File: src/rtl/bfr_pkg.sv
// Package for the bitmap font text renderer.
// Request and character codes, register indexes, reset values and the sequencer state type.
// No dependencies.
`default_nettype none

package bfr_pkg;

  localparam int CFG_IDX_W = 3;
  localparam int CFG_DATA_W = 16;
  localparam int MAC_OP_W = 16;
  localparam int MAC_W = 32;

  localparam logic [1:0] REQ_LOAD = 2'd0;
  localparam logic [1:0] REQ_PLACE = 2'd1;
  localparam logic [1:0] REQ_DRAW = 2'd2;

  localparam logic [7:0] CODE_CR = 8'd13;
  localparam logic [7:0] CODE_LF = 8'd10;

  localparam logic [CFG_IDX_W-1:0] CFG_GLYPH_COUNT = 3'd0;
  localparam logic [CFG_IDX_W-1:0] CFG_BYTES_PER_GLYPH = 3'd1;
  localparam logic [CFG_IDX_W-1:0] CFG_GLYPH_HEIGHT = 3'd2;
  localparam logic [CFG_IDX_W-1:0] CFG_GLYPH_WIDTH = 3'd3;
  localparam logic [CFG_IDX_W-1:0] CFG_LINE_PITCH = 3'd4;

  localparam logic [8:0] RST_GLYPH_COUNT = 9'd256;
  localparam logic [5:0] RST_BYTES_PER_GLYPH = 6'd16;
  localparam logic [5:0] RST_GLYPH_HEIGHT = 6'd16;
  localparam logic [4:0] RST_GLYPH_WIDTH = 5'd8;
  localparam logic [15:0] RST_LINE_PITCH = 16'd4096;

  typedef enum logic [3:0] {
    ST_IDLE,
    ST_LOAD,
    ST_MUL_ROW,
    ST_MUL_PITCH,
    ST_MUL_COL,
    ST_MUL_BASE,
    ST_SETUP,
    ST_FETCH,
    ST_BLANK
  } seq_state_t;

endpackage

`default_nettype wire

File: src/rtl/bfr_mac.sv
// Shared multiply-accumulate unit of the renderer: p = a * b + c, registered.
// Depends on bfr_pkg for operand widths.
`default_nettype none

module bfr_mac
  import bfr_pkg::*;
(
  input  wire logic                clk,
  input  wire logic                en,
  input  wire logic [MAC_OP_W-1:0] a,
  input  wire logic [MAC_OP_W-1:0] b,
  input  wire logic [MAC_W-1:0]    c,
  output logic      [MAC_W-1:0]    p
);

  always_ff @(posedge clk) begin
    if (en) begin
      p <= MAC_W'(MAC_W'(a) * MAC_W'(b)) + c;
    end
  end

endmodule

`default_nettype wire

File: config.mk
export PLATFORM = sky130hd
export DESIGN_NAME = bfr_mac
export DESIGN_NICKNAME = d
export VERILOG_FILES = /design/src/rtl/bfr_pkg.sv /design/src/rtl/bfr_mac.sv
export SDC_FILE = /design/constraint.sdc
export NUM_CORES = 1
export LEC_CHECK = 0
export BUFFER_PORTS_ARGS = -buffer_cell sky130_fd_sc_hd__buf_2
export CORE_ASPECT_RATIO = 0.5
export CORE_UTILIZATION = 41
export CTS_BUF_LIST = sky130_fd_sc_hd__clkbuf_4
export CTS_CLUSTER_DIAMETER = 120
export DETAILED_ROUTE_END_ITERATION = 10
export PLACE_DENSITY_LB_ADDON = 0.1
export SETUP_SLACK_MARGIN = 0.1
export SYNTH_ARGS = -nofsm -noshare
export SYNTH_HDL_FRONTEND = slang
export SYNTH_SLANG_ARGS = --single-unit
File: constraint.sdc
create_clock -name clk -period 12.8 [get_ports clk]
set_input_delay 1.28 -clock clk [delete_from_list [all_inputs] [get_ports clk]]
set_output_delay 1.28 -clock clk [all_outputs]
set_load 0.01 [all_outputs]
==> results of run 1 <==
[area by class of cell]
class	instances	area [um^2]
Fill cell	2453	13200
Multi-Input combinational cell	742	8080
Inverter	324	1220
Sequential cell	32	961
Timing Repair Buffer	97	485
Tap cell	336	420
Clock buffer	5	37.5
Clock inverter	3	18.8
[kinds of logic after synthesis]
logic type | share of synthesized area
buffers and inverters | 0.131
adder cells (fa/ha/maj) | 0.552
flip-flops | 0.0923
AND/OR/NAND/NOR | 0.141
XOR/XNOR | 0.0261
AO/OA/AOI/OAI | 0.0571
[Yosys cell counts (2+ instances only)]
cell type / n
edfxtp_1: 32
nand4_1: 3
and3_1: 2
a21oi_1: 28
a31oi_1: 6
buf_6: 2
xor2_1: 10
o21ai_0: 11
nand3_1: 4
clkbuf_1: 33
o21bai_1: 2
a221oi_2: 2
xnor2_1: 21
inv_1: 324
o21a_1: 3
o211ai_2: 2
nand2_1: 157
a21o_1: 18
nor2_1: 13
nor2b_1: 2
ha_1: 99
fa_1: 225
and2_1: 116
[metrics by stage]
stage,cells,hold slack (ns)
2_1_floorplan,1134,1.39
3_5_place_dp,1531,1.61
4_1_cts,1539,1.22
5_1_grt,1539,1.22
6_report,1539,1.23
3_3_place_gp,1531,1.60
[path summary, 6_finish.rpt]
kind              start    end  slack, ns  cells past startpoint
setup / recovery   b[7]  p[30]       6.02                     19
hold / removal     c[0]   p[0]       1.23                      2
[critical path, delay by kind of cell]
kind	cells	cell delay, ns
XOR/XNOR	1	0.08
AO/OA/AOI/OAI	6	1.46
buffers and inverters	4	0.51
AND/OR/NAND/NOR	1	0.16
adder cells (fa/ha/maj)	7	3.43
[metal layers]
layer	GRT usage	up-vias	wire length (um)
met5	0	-	0
met4	0.0273	0	259
met2	0.342	184	12400
met3	0.0236	18	1100
li1	-	3449	-
met1	0.270	3904	10400
==> impl_results.md, run 1 <==
- Outcome: complete, no violations
- Clock buffer count from CTS: 5
- Starting Density: 0.426
- Final hold vios: 0
- Unique masters post-synth: 42
- Primary FF master, synth: edfxtp_1
- CP max FO: 16
- Core area: 24400 um^2
- Tmin final: 6.78 ns
- WS Path Type: in -> reg
- Worst Hold Class: in -> reg
- Number of synthesized flops with an enable pin: 32
- Worst Tran Pin Value: 0.755 ns
- Hpwl dp: 20400 um
- CTS root buffer: clkbuf_4
- DR DRC count: 0
- Crit path DAT: 6.92 ns
- Largest register by flop count: p
- CTS tree: done
- Drt pass-1 iters: 5
- Row count: 40
- Highest Clock Rate: 0.147 GHz
- Post-detailed-route count of antenna-violating nets: 0
- Share of layout cells above drive strength 1: 0.0964
- Top Ports: 98
- Relative slew slack: 0.496
- Post-CTS Setup Inserts: 0
- Synthesized area: 10400 um^2
- Number of H-tree levels: 2
- Syn_area_per_cell: 9.18 um^2
- Post-DR vias/cell: 4.91
- RSZ-0062 raised after global routing: false
- Tcrit/Tclk final: 0.530
- Commonest non-fill, non-tap cell in the layout: inv_1
- Fin util: 0.459
- # diodes: 0
- Cell Area, Placed: 11200 um^2
- Largest net degree at the start of global routing: 33
- Critical path required time: 12.94 ns
- Setup_tns: 0 ns
- Area grow syn2layout: 7.79%
- First-pass GRT wire length: 39400 um
- Die Ht: 115 um
- Final Cell Area: 11200 um^2
- Net Count, Synth: 1524
- Via count: 7555
- Endpoints failing setup: 0
- CTS max path bufs: 2
- Most frequent CP cell: fa_1
- GR Util All Layers: 0.197
- Gr ovfl total: 0
- WL/cell: 15.7 um
- CP Cell Sequence: buf_2, nand2_1, fa_1, inv_1, fa_1, fa_1, fa_1, fa_1, inv_1, fa_1, inv_1, ha_1, a21oi_2, o21ai_1, a2111oi_4, o31ai_1, a31o_1, a221oi_2, xnor2_1
- Antenna violations before repair: 0
- Final Net Count: 1592
- Max incr delay on CP: 0.57 ns
- Sink Count: 32
- Biggest regs: p: 32 flops
- Worst Setup End Kind: flip-flop
- Yosys warnings: 0
- Clock slew at reported path FFs: 0.11 ns
- Number of global-route vias before repair: 7698
- Post-route setup slack: 6.02 ns
- # port buffers: 97
- Type of origin of the critical path: primary input
- Seq cells post-synth: 32
- Pre-CTS setup slack: 5.67 ns
- Area leader, netlist: fa_1
- Fraction of registers with async set/reset: 0
- Slowest cell on crit path: fa_1
- WL final: 24100 um
- First DRT Iteration DRCs: 360
- Die area: 26100 um^2
- CTS Hold Bufs: 0
- Largest register FFs: 32
- Slew Viols, Final: 0
- RePlAce Congestion: 0.839
- Post-synthesis sequential area ratio: 0.0923
- Most frequent cells in the layout: 324 x inv_1, 225 x fa_1, 157 x nand2_1, 116 x and2_1, 99 x ha_1
- Mapped Cells: 1134
- Die Width: 227 um
- Area contributors post-synth: fa_1 43%, ha_1 12%, inv_1 12%, edfxtp_1 9.2%, and2_1 7.0%
- CTS-repair resized insts: 0
- Max-Cap Viols: 0
- Top-area cell type share of the netlist area: 0.433
Power of run 1 is left out: the tool's default activity adds up to more than one toggle a clock period on the data nets, which glitch-free logic cannot reach.
==> inputs of run 2 (changes only) <==
==> constraint.sdc (replaced) <==
create_clock -name clk -period 7 [get_ports clk]
set_input_delay 0.7 -clock clk [delete_from_list [all_inputs] [get_ports clk]]
set_output_delay 0.7 -clock clk [all_outputs]
set_load 0.01 [all_outputs]
==> run 2 against run 1 <==
Core utilization increased by 0.072 points. First-iteration DRC count decreased by 1.1%. Setup slack got worse by 5.2 ns. Final cell count increased by 0.19%. Count of clock-buffer cells in the layout unchanged. Sequential share of layout area about the same. Critical path type unchanged. Critical path depth unchanged. Global-route usage increased by 0.35 points. Largest cell class unchanged. Sequential cell count unchanged. Routed wire length about the same. Via count decreased by 0.16%. Die area unchanged.
==> impl_results.md, run 2 (synthesis results as in run 1) <==
- Post-DR vias/cell: 4.89 (-0.35%)
- Share of layout cells above drive strength 1: 0.0979 (+0.00150)
- Slew Viols, Final: 0 (unchanged)
- First DRT Iteration DRCs: 356 (-1.1%)
- Slowest cell on crit path: fa_1
- Largest register by flop count: p
- Highest Clock Rate: 0.163 GHz
- Worst Tran Pin Value: 0.765 ns (+0.00965 ns)
- Die area: 26100 um^2 (unchanged)
- Area grow syn2layout: 7.96%
- Top Ports: 98 (unchanged)
- Tcrit/Tclk final: 0.878
- Core area: 24400 um^2 (unchanged)
- Max incr delay on CP: 0.58 ns (about the same)
- Clock slew at reported path FFs: 0.13 ns (+0.02 ns)
- CTS max path bufs: 2 (unchanged)
- Sink Count: 32 (unchanged)
- CTS-repair resized insts: 0 (unchanged)
- First-pass GRT wire length: 40100 um (+1.9%)
- Buf/Inv on CP: 4 (unchanged)
- Commonest non-fill, non-tap cell in the layout: inv_1
- Clock buffer count from CTS: 5 (unchanged)
- CTS Hold Bufs: 0 (unchanged)
- Pre-CTS setup slack: 0.460 ns (-5.21 ns)
- Tmin final: 6.15 ns
- Antenna violations before repair: 1 (+1)
- Worst Hold Class: in -> reg
- Via count: 7543 (-0.16%)
- RSZ-0062 raised after global routing: false
- Hpwl dp: 20300 um (-0.59%)
- Crit path max-delay family: adder cells
- Die Ht: 115 um (unchanged)
- Setup_tns: 0 ns (unchanged)
- Die Width: 227 um (unchanged)
- Post-CTS Setup Inserts: 0 (unchanged)
- Relative slew slack: 0.490 (-0.00644)
- Crit path DAT: 6.31 ns (-0.61 ns)
- Largest net degree at the start of global routing: 33 (unchanged)
- Starting Density: 0.426 (unchanged)
- Final Net Count: 1594 (+0.13%)
- # port buffers: 97 (unchanged)
- CP max FO: 16 (unchanged)
- Number of H-tree levels: 2 (unchanged)
- RePlAce Congestion: 0.833 (-0.74%)
- Post-detailed-route count of antenna-violating nets: 0 (unchanged)
- Row count: 40 (unchanged)
- GR Util All Layers: 0.201 (+0.00348)
- Most frequent cells in the layout: 324 x inv_1, 225 x fa_1, 157 x nand2_1, 116 x and2_1, 99 x ha_1
- Biggest regs: p: 32 flops
- Most frequent CP cell: fa_1
- Type of origin of the critical path: primary input
- WS Path Type: in -> reg
- CP Cell Sequence: buf_2, nand2_1, fa_1, inv_1, fa_1, fa_1, fa_1, fa_1, inv_1, fa_1, inv_1, ha_1, a21oi_2, o21ai_1, a2111oi_4, o31ai_1, a31o_1, a221oi_2, xnor2_1
- Max-Cap Viols: 0 (unchanged)
- Post-route setup slack: 0.855 ns (-5.16 ns)
- WL final: 24100 um (about the same)
- Worst Setup End Kind: flip-flop
- Gr ovfl total: 0 (unchanged)
- Worst hold slack: 0.627 ns (-0.601 ns)
- CTS tree: done
- Endpoints failing setup: 0 (unchanged)
- Critical path required time: 7.16 ns (-5.78 ns)
- Drt pass-1 iters: 4 (-1)
- WL/cell: 15.6 um (-0.22%)
- Outcome: complete, no violations
- Largest register FFs: 32 (unchanged)
- CTS root buffer: clkbuf_4
- DR DRC count: 0 (unchanged)
- Fin util: 0.460 (+0.000717)
- Final hold vios: 0 (unchanged)
- Number of global-route vias before repair: 8051 (+4.6%)
-- run 2: cell types whose count changed in the layout (fill, tap and decap cells not counted) --
cell / before / now
buf_4: 0 / 2
diode_2: 0 / 1
-- run 2: metal layers --
layer,part of all wire,track usage,vias to the layer above,wire length (um)
li1,-,-,3457,-
met1,0.44,0.266,3919,10500
met2,0.51,0.353,139,12300
met3,0.036,0.0269,28,859
met4,0.015,0.0371,0,370
met5,0,0,-,0
-- run 2: final timing paths --
path / cells after the start / start / slack (ns) / to
worst max-delay path: 19 / b[7] / 0.85 / p[30]
worst min-delay path: 2 / c[0] / 0.63 / p[0]
-- run 2: layout make-up --
type,count,area [um^2]
Fill cell,2483,13200
Antenna cell,1,2.50
Clock buffer,5,37.5
Tap cell,336,420
Inverter,324,1220
Clock inverter,3,18.8
Timing Repair Buffer,99,500
Multi-Input combinational cell,742,8080
Sequential cell,32,961
-- run 2: per-stage QoR --
step	std cells	instance area, um^2
2_1_floorplan	1134	10400
3_3_place_gp	1533	11200
3_5_place_dp	1533	11200
4_1_cts	1541	11200
5_1_grt	1542	11200
6_report	1542	11200
Power of run 2 is left out for the same reason.
==> inputs of run 3 (changes only) <==
--- a/config.mk
+++ b/config.mk
@@ -7,7 +7,7 @@
 export LEC_CHECK = 0
 export BUFFER_PORTS_ARGS = -buffer_cell sky130_fd_sc_hd__buf_2
 export CORE_ASPECT_RATIO = 0.5
-export CORE_UTILIZATION = 41
+export CORE_UTILIZATION = 55
 export CTS_BUF_LIST = sky130_fd_sc_hd__clkbuf_4
 export CTS_CLUSTER_DIAMETER = 120
 export DETAILED_ROUTE_END_ITERATION = 10
==> run 3 against run 2 <==
Sequential cell count stayed put. First-iteration DRC count down 4.5%. Global-route usage rose by 4.1 points.
==> impl_results.md, run 3 (synthesis results as in run 1) <==
- Die area: 19500 um^2 (-25%)
- WL final: 21900 um (-9.2%)
- Final hold vios: 0 (unchanged)
- Biggest regs: p: 32 flops
- Tcrit/Tclk final: 0.862 (-0.0156)
- Layout Cells excl Fill: 1463 (-5.1%)
- Tmin final: 6.04 ns (-0.109 ns)
- Crit path DAT: 6.19 ns (-0.12 ns)
- Post-CTS Setup Inserts: 0 (unchanged)
- Post-DR vias/cell: 5.13 (+4.8%)
- Worst hold stages: 2 (unchanged)
- CTS Hold Bufs: 0 (unchanged)
- Worst hold slack: 0.637 ns (+0.00933 ns)
- CTS tree: done
- Max-Cap Viols: 0 (unchanged)
- Post-detailed-route count of antenna-violating nets: 0 (unchanged)
- Share of layout cells above drive strength 1: 0.0948 (-0.00316)
- Core area: 18500 um^2 (-24%)
- Starting Density: 0.563 (+0.137)
- RSZ-0062 raised after global routing: false
- First-pass GRT wire length: 37100 um (-7.6%)
- Die Ht: 99.3 um (-13%)
- Type of origin of the critical path: primary input
- GR Util All Layers: 0.242 (+0.0410)
- CTS-repair resized insts: 0 (unchanged)
- Gr ovfl total: 0 (unchanged)
- Largest register FFs: 32 (unchanged)
- Antenna violations before repair: 0 (-1)
- CTS max path bufs: 2 (unchanged)
- Placed insts: 1454 (-5.2%)
- Relative slew slack: 0.495 (+0.00454)
- Number of H-tree levels: 2 (unchanged)
- Worst Hold Class: in -> reg
- Hold Path End: p[0]
- Setup_tns: 0 ns (unchanged)
- Clock buffer count from CTS: 5 (unchanged)
- Worst Tran Pin Value: 0.758 ns (-0.00681 ns)
- # port buffers: 97 (unchanged)
- Most frequent cells in the layout: 324 x inv_1, 225 x fa_1, 157 x nand2_1, 116 x and2_1, 99 x ha_1
- CP max FO: 16 (unchanged)
- RePlAce Congestion: 0.892 (+7.1%)
- DR DRC count: 0 (unchanged)
- Final Net Count: 1592 (-0.13%)
- Highest Clock Rate: 0.166 GHz (+1.8%)
- CTS root buffer: clkbuf_4
- Via count: 7499 (-0.58%)
- WS Path Type: in -> reg
- Hpwl dp: 18700 um (-8.0%)
- Clock slew at reported path FFs: 0.13 ns (about the same)
- Number of global-route vias before repair: 7801 (-3.1%)
- Largest net degree at the start of global routing: 33 (unchanged)
- Slew Viols, Final: 0 (unchanged)
- Row count: 35 (-13%)
- Hold path start: c[0]
- Worst Setup End Kind: flip-flop
- First DRT Iteration DRCs: 340 (-4.5%)
- Endpoints failing setup: 0 (unchanged)
- Largest register by flop count: p
- Critical path required time: 7.15 ns (about the same)
- Outcome: complete, no violations
- Final Cell Area: 11100 um^2 (-0.82%)
- Top Ports: 98 (unchanged)
- WL/cell: 14.9 um (-4.3%)
- Area grow syn2layout: 7.07%
- Die Width: 197 um (-14%)
- Drt pass-1 iters: 6 (+2)
- Commonest non-fill, non-tap cell in the layout: inv_1
- Cell Area, Placed: 11100 um^2 (-1.0%)
- Sink Count: 32 (unchanged)
==> run 3: cell count changes in the layout (fill, tap and decap cells not counted) <==
cell / delta
clkinv_1: +2
bufinv_16: +1
clkinv_2: -2
clkinv_4: -1
buf_4: -2
==> run 3: stage by stage <==
step	util	setup WS, ns
after global placement	0.599	0.661
final	0.603	0.964
after global routing	0.603	0.696
after detailed placement	0.599	0.597
after CTS	0.603	1.02
after floorplan	-	0.991
==> run 3: worst max-delay path by stage <==
stage,cells after the start,start,end
floorplan,20,b[7],p[30]
CTS,19,b[7],p[30]
detailed placement,19,b[7],p[30]
finish,19,a[11],p[28]
global route,19,a[12],p[28]
global placement,19,a[15],p[30]
==> run 3: routing by layer <==
layer,vias up,GRT usage,wire [um]
li1,3455,-,-
met4,0,0.0276,119
met1,3836,0.330,9520
met3,15,0.0404,1070
met2,193,0.421,11200
met5,-,0,0
==> run 3: area by class of cell <==
class	count	area, um^2
inverter	324	1220
timing repair buffer	97	485
tap	259	324
fill	1670	7340
multi-input combinational	742	8080
clock inverter	3	37.5
sequential	32	961
clock buffer	5	37.5
antenna	1	2.50
==> run 3: critical path, cell delays in order <==
cell       delay [ns]
buf_2            0.33
nand2_1          0.13
fa_1             0.51
fa_1             0.52
fa_1             0.52
inv_1            0.05
fa_1             0.49
fa_1             0.49
inv_1            0.05
fa_1             0.47
inv_1            0.04
ha_1             0.33
a21o_1           0.20
a2111oi_0        0.41
nand2_1          0.15
o211ai_2         0.27
a31oi_1          0.19
a31oi_1          0.24
xnor2_1          0.09
Power of run 3 is left out for the same reason.
